<file path="config.mk">
export PLATFORM = sky130hd
export DESIGN_NAME = meiu_ctrl
export DESIGN_NICKNAME = d
export VERILOG_FILES = /design/src/meiu_pkg.sv /design/src/meiu_ctrl.sv
export VERILOG_INCLUDE_DIRS = /design/src /design/src/src
export SDC_FILE = /design/constraint.sdc
export NUM_CORES = 1
export LEC_CHECK = 0
export BUFFER_PORTS_ARGS = -buffer_cell sky130_fd_sc_hd__buf_2
export CORE_AREA = 8 8 45 47
export CTS_BUF_LIST = sky130_fd_sc_hd__clkbuf_8
export CTS_CLUSTER_SIZE = 30
export DETAILED_ROUTE_END_ITERATION = 16
export DIE_AREA = 0 0 53 55
export PLACE_DENSITY_LB_ADDON = 0.3
export REMOVE_ABC_BUFFERS = 1
export SYNTH_ARGS = -nofsm -noshare
export SYNTH_HDL_FRONTEND = slang
export SYNTH_SLANG_ARGS = --single-unit
export TNS_END_PERCENT = 1
</file>
<file path="constraint.sdc">
create_clock -name clk -period 1.5 [get_ports clk]
set_input_delay 0.075 -clock clk [delete_from_list [all_inputs] [get_ports clk]]
set_output_delay 0.075 -clock clk [all_outputs]
set_load 0.03 [all_outputs]
</file>
<file path="src/mandelbrot_escape_iteration_unit_assert.svh">
// Assertion macros shared by the escape iteration unit
`ifndef MANDELBROT_ESCAPE_ITERATION_UNIT_ASSERT_SVH
`define MANDELBROT_ESCAPE_ITERATION_UNIT_ASSERT_SVH

// same-cycle implication, checked out of reset
`define MEIU_ASSERT_SAME(name, ante, cons, msg) \
    name: assert property (@(posedge clk) disable iff (!rst_n) (ante) |-> (cons)) \
        else $error(msg);

// next-cycle implication, checked out of reset
`define MEIU_ASSERT_NEXT(name, ante, cons, msg) \
    name: assert property (@(posedge clk) disable iff (!rst_n) (ante) |=> (cons)) \
        else $error(msg);

`endif

</file>
<file path="src/meiu_pkg.sv">
package meiu_pkg;

    localparam int FRAC_BITS   = 28;
    localparam int COUNT_WIDTH = 16;

    localparam int IN_W   = 32;
    localparam int ZW     = 37;
    localparam int SPLIT  = 18;
    localparam int HW     = ZW - SPLIT + 1;
    localparam int PPW    = 2 * HW;
    localparam int PW     = 2 * ZW;
    localparam int MW     = PW + 1;
    localparam int CNT_W  = COUNT_WIDTH + 1;
    localparam int ITER_W = 16;
    localparam int MAG_W  = 32;
    localparam int MAG_SHIFT = 2 * FRAC_BITS - 24;
    localparam int LIMIT_EXP = 2 * FRAC_BITS + 2;

    localparam logic [MW-1:0]    MAG_LIMIT = MW'(1) << LIMIT_EXP;
    localparam logic [CNT_W-1:0] CNT_SAT   = CNT_W'((1 << COUNT_WIDTH) - 1);

    localparam int APB_AW = 3;
    localparam logic REG_MAX_ITER = 1'b0;
    localparam logic [15:0] MAX_ITER_RESET = 16'd255;

    typedef struct packed {
        logic load;
        logic pp_en;
        logic sum_en;
        logic mag_en;
        logic upd;
        logic cnt_inc;
        logic out_load;
    } cmd_t;

    typedef struct packed {
        logic mag_ok;
        logic cnt_ok;
    } status_t;

endpackage

</file>
<file path="src/meiu_ctrl.sv">
`include "mandelbrot_escape_iteration_unit_assert.svh"

module meiu_ctrl
    import meiu_pkg::*;
(
    input  logic    clk,
    input  logic    rst_n,
    input  logic    in_valid,
    output logic    in_ready,
    output logic    out_valid,
    input  logic    out_ready,
    input  status_t status,
    output cmd_t    cmd
);

    localparam logic [2:0] ST_IDLE = 3'd0;
    localparam logic [2:0] ST_PP   = 3'd1;
    localparam logic [2:0] ST_SUM  = 3'd2;
    localparam logic [2:0] ST_MAG  = 3'd3;
    localparam logic [2:0] ST_UPD  = 3'd4;
    localparam logic [2:0] ST_HOLD = 3'd5;

    logic [2:0] state_reg, state_next;
    logic       first_reg, first_next;
    logic       out_valid_reg, out_valid_next;
    logic       out_free;

    assign in_ready  = (state_reg == ST_IDLE);
    assign out_valid = out_valid_reg;
    assign out_free  = !out_valid_reg || out_ready;

    always_comb
    begin
        state_next = state_reg;
        first_next = first_reg;
        cmd        = '0;
        unique case (state_reg)
            ST_IDLE:
            begin
                if (in_valid)
                begin
                    cmd.load   = 1'b1;
                    first_next = 1'b1;
                    state_next = ST_PP;
                end
            end
            ST_PP:
            begin
                cmd.pp_en  = 1'b1;
                state_next = ST_SUM;
            end
            ST_SUM:
            begin
                cmd.sum_en = 1'b1;
                state_next = ST_MAG;
            end
            ST_MAG:
            begin
                cmd.mag_en = 1'b1;
                state_next = ST_UPD;
            end
            ST_UPD:
            begin
                if (first_reg)
                begin
                    cmd.upd    = 1'b1;
                    first_next = 1'b0;
                    state_next = ST_PP;
                end
                else if (status.mag_ok && status.cnt_ok)
                begin
                    cmd.upd     = 1'b1;
                    cmd.cnt_inc = 1'b1;
                    state_next  = ST_PP;
                end
                else if (out_free)
                begin
                    cmd.out_load = 1'b1;
                    state_next   = ST_IDLE;
                end
                else
                begin
                    state_next = ST_HOLD;
                end
            end
            ST_HOLD:
            begin
                if (out_free)
                begin
                    cmd.out_load = 1'b1;
                    state_next   = ST_IDLE;
                end
            end
            default:
            begin
                state_next = ST_IDLE;
            end
        endcase
    end

    always_comb
    begin
        if (cmd.out_load)
        begin
            out_valid_next = 1'b1;
        end
        else if (out_ready)
        begin
            out_valid_next = 1'b0;
        end
        else
        begin
            out_valid_next = out_valid_reg;
        end
    end

    always_ff @(posedge clk or negedge rst_n)
    begin
        if (!rst_n)
        begin
            state_reg     <= ST_IDLE;
            first_reg     <= 1'b0;
            out_valid_reg <= 1'b0;
        end
        else
        begin
            state_reg     <= state_next;
            first_reg     <= first_next;
            out_valid_reg <= out_valid_next;
        end
    end

    `MEIU_ASSERT_SAME(a_first_unchecked, (state_reg == ST_UPD) && first_reg, cmd.upd && !cmd.cnt_inc, "first squaring must update without counting")
    `MEIU_ASSERT_NEXT(a_load_starts, in_valid && in_ready, (state_reg == ST_PP) && first_reg, "accepted request must start with the first squaring")
    `MEIU_ASSERT_SAME(a_no_overwrite, cmd.out_load, !out_valid_reg || out_ready, "result register overwritten while pending")
    `MEIU_ASSERT_SAME(a_inc_bounded, cmd.cnt_inc, status.mag_ok && status.cnt_ok, "count advanced after escape or limit")

endmodule

</file>
Word-level counts from Yosys, hierarchy flattened
Cells that the tools add are included.
{"block": "totals", "ff_bits": 5, "latchBits": 0, "ram_bits": 0, "romBits": 0, "input_bits": 6, "output_inout_bits": 9, "word_cells": 40, "mem_count": 0}
{"block": "op_classes", "n_addsub": 0, "mul": 0, "div_mod_pow": 0, "magnitude_cmp": 0, "n_eq_ne": 7, "n_shift": 0, "n_mux": 22, "n_bitwise": 0, "reduce_logical": 8}
{"op": "one-hot mux 3 bit (6 select lines)", "n": 1}
{"op": "two-way mux 3 bit", "n": 5}
{"op": "two-way mux 1 bit", "n": 11}
{"op": "equality test 3 x 2 -> 1 bit (second input constant)", "n": 2}
{"op": "equality test 3 bit (second input constant)", "n": 2}
{"op": "two-way mux 2 bit", "n": 3}
{"op": "!= test 2 bit (second input constant)", "n": 2}
{"op": "one-hot mux 1 bit (2 select lines)", "n": 2}
{"op": "AND reduction 2 bit", "n": 2}
{"op": "nonzero test 2 bit", "n": 2}
{"op": "equality test 3 x 1 -> 1 bit (second input constant)", "n": 1}
{"op": "logical NOT 3 bit", "n": 1}
{"op": "logical AND 1 bit", "n": 1}
{"op": "logical NOT 1 bit", "n": 1}
{"op": "logical OR 1 bit", "n": 1}

Depth between registers and ports, before layout
{"block": "logic_depth", "word_depth": 7, "depth_mapped": 4, "mapped_depth_nobuf": 3}

Least setup slack after synthesis
No wires, ideal clock.
{"block": "synth_path", "path_kind": "register to output", "from": "register state_reg[0]", "to": "output cmd[6] (netlist bit)", "arrival_time_ns": 1.577, "required_time_ns": 1.425, "slack_ns": -0.152, "path_stages_with_launch": 3, "path_buffers": 0, "path_cell_list": "dfrtp_1 > nor3_1 > and2_1"}
{"element": "from (decl)", "line_no": "meiu_ctrl.sv:23", "rtl": "logic [2:0] state_reg, state_next;"}
{"element": "from (signal assigned)", "line_no": "meiu_ctrl.sv:127", "rtl": "state_reg <= state_next;"}
{"element": "to (decl)", "line_no": "meiu_ctrl.sv:13", "rtl": "output cmd_t cmd"}

==> results.sh <==
export IMPL_status="complete, no violations"
export IMPL_cap_violations=0
export IMPL_placed_area_um2=362
export IMPL_clock_skew_ps=2.12
export IMPL_grt_setup_unrepaired="false"
export IMPL_fp_coreArea_mm2=0.00138
export IMPL_fin_area_um2=420
export IMPL_p_switching_uw=452
export IMPL_worst_path_stages=4
export IMPL_antenna_found_initial=0
export IMPL_area_growth_pct=50.7
export IMPL_cts_buffers=3
export IMPL_clk_pin_slew_ps=30
export IMPL_synth_fa_ha_area_share_pct=0
export IMPL_stdcell_count=63
export IMPL_start_util_pct=20.2
export IMPL_clockBufferDepth=2
export IMPL_synthXorXnorAreaFrac_pct=0
export IMPL_grt_max_degree=9
export IMPL_post_route_period_util_pct=93.4
export IMPL_cp_data_arrival_time_ps=1330
export IMPL_r2r_end="state_reg[0]$_DFFE_PN0P_"
export IMPL_hold_start="in_valid"
export IMPL_overflow=0
export IMPL_wl_per_cell_um=11.4
export IMPL_synth_edf_count=0
export IMPL_tns_ps=0
export IMPL_period_minus_slack_ps=1400
export IMPL_syn_inst=29
export IMPL_worstPathRequired_ps=1420
export IMPL_drive_gt1_share_pct=44.7
export IMPL_fmax_mhz=714
export IMPL_vias=266
export IMPL_num_io_pins=15
export IMPL_first_pass_iters=4
export IMPL_critPathSlowestCell="dfrtp_2"
export IMPL_synth_async_reset_ratio_pct=100
export IMPL_port_buffers=14
export IMPL_crit_chain="nand2b_4 > o21bai_1 > nor2b_1 > clkbuf_4"
export IMPL_hold_viol=0
export IMPL_worst_setup_path_type="reg2out"
export IMPL_cpPeakStageDelay_ps=430
export IMPL_synth_top_family_by_area="simple AND/OR/NAND/NOR gates"
export IMPL_ys_flop_type="dfrtp_1"
export IMPL_synth_seq_area_share_pct=44.8
export IMPL_syn_avg_cell_area_um2=9.62
export IMPL_power_density_mw_per_mm2=2380
export IMPL_largest_register_ffs=3
export IMPL_tightest_slew_ps=246
export IMPL_die_y_um=55
export IMPL_worst_r2r_cell_count=3
export IMPL_nets=54
export IMPL_max_slew_margin_rel_pct=83.6
export IMPL_root_buffer="clkbuf_8"
export IMPL_std_cell_rows=14
export IMPL_reg2reg_from="first_reg$_DFFE_PN0P_"
export IMPL_finalSetupViolCount=0
export IMPL_slew_viol_final=0
export IMPL_yosysUniqueCellTypes=18
export IMPL_place_gp_congestion=0.717
export IMPL_wirelength_um=717
export IMPL_dieWidth_um=53
export IMPL_syn_cell_area_um2=279
export IMPL_dieArea_mm2=0.00292
export IMPL_clkLatencyLatePin_ps=220
export IMPL_intPower_uw=550
export IMPL_drcViolationCount=0
export IMPL_comb_power_share_pct=47.5
export IMPL_cts_tree="built"
export IMPL_htree_levels=1
export IMPL_antenna_left=0
export IMPL_seqPwrFrac_pct=28.1
export IMPL_dp_cells=58
export IMPL_final_common_cell="buf_2"
export IMPL_fillers=146
export IMPL_end_kind="output pin"
export IMPL_diodes=0
export IMPL_gr_usage_all_layers_pct=5.92
export IMPL_crit_path_end="cmd[0]"
export IMPL_synth_seq_cells=5
export IMPL_crit_buf_inv=1
export IMPL_vdd_drop_max_mv=0.911
export IMPL_hold_class="in2reg"
export IMPL_drt_iter0_markers=2
export IMPL_cp_max_fo=7
export IMPL_mostFrequentLayoutCells="buf_2, dfrtp_1, nor2_1, a21oi_1, clkbuf_8"
export IMPL_clock_sinks=5
export IMPL_ys_warnings_count=0
export IMPL_grt_pass1_wl_um=1190
export IMPL_cp_startpoint="state_reg[1]$_DFFE_PN0P_"
export IMPL_finalPower_mw=1.00
export IMPL_synth_compound_area_share_pct=12.6
export IMPL_grt_pass1_vias=276
export IMPL_yosys_area_share_simple_pct=39.9
export IMPL_sw_frac_of_total_pct=45.1
export IMPL_muxShareOfSynthArea_pct=0
export IMPL_worst_hold_slack_ps=155
export IMPL_cp_top_family="flip-flops"
export IMPL_startpoint_type="flop"
export IMPL_p_clk_share_pct=24.4
export IMPL_r2r_slack_ps=350
export IMPL_power_leakage_nw=0.219
export IMPL_drt_vias_per_instance=4.22
stage by stage:
step	util (%)	worst slack [ps]
finish	30.4	99.2
global route	30.4	15.7
global placement	26.1	319
detailed placement	26.1	314
CTS	30.1	61.3
floorplan	-	-152
cells in the mapped netlist (2+ instances only):
cell,number,share of area [%]
dfrtp_1,5,45
and2_1,2,4.5
nand2_1,2,2.7
o21bai_1,2,5.4
a21oi_1,3,5.4
nor2_1,3,4.0
how the worst min path moves through the flow:
stage	to	depth (start not counted)	slack, ps
global route	first_reg$_DFFE_PN0P_	3	190
global placement	out_valid$_DFFE_PN0P_	1	-100
CTS	first_reg$_DFFE_PN0P_	3	150
detailed placement	out_valid$_DFFE_PN0P_	1	-100
finish	first_reg$_DFFE_PN0P_	3	150
floorplan	first_reg$_DFFE_PN0P_	0	-220
worst min-delay path, delay by kind of cell:
family / cells / cell delay [ps]
buf+inv: 1 / 90
compound gates: 2 / 160
what timing repair did:
action,CTS,global route
setup endpoints to repair,0,1
endpoints found under the hold margin,5,0
setup buffers,0,0
hold buffers,1,0
gates resized for setup,0,2
power groups by stage:
stage / Clock, mW / Combinational [mW] / Sequential, mW
final: 0.244 / 0.476 / 0.282
after global routing: 0.268 / 0.512 / 0.302
after CTS: 0.258 / 0.482 / 0.280
after detailed placement: 0 / 0.479 / 0.279
after global placement: 0 / 0.476 / 0.283
after floorplan: 0 / 0.344 / 0.279
layout make-up:
class                           instances  area [um2]  area share [%]
Tap cell                               16        20.0            4.76
Multi-Input combinational cell         23         146            34.8
Sequential cell                         5         126            30.1
Clock buffer                            3        41.3            9.82
Timing Repair Buffer                   15        82.6            19.6
Clock inverter                          1        3.75           0.893
kinds of logic after synthesis:
logic type | Yosys count
AOI/OAI and AO/OA | 6
buffers and inverters | 1
DFF | 5
and+or+nand+nor | 17
per-layer routing:
metal / share of wire, % / track usage (%) / vias up
met3: 18 / 6.42 / 0
met1: 46 / 6.58 / 115
met5: 0 / 0 / -
met2: 36 / 6.84 / 15
li1: - / - / 136
met4: 0 / 2.59 / 0
Note: power is estimated with default switching activity, not from simulation.
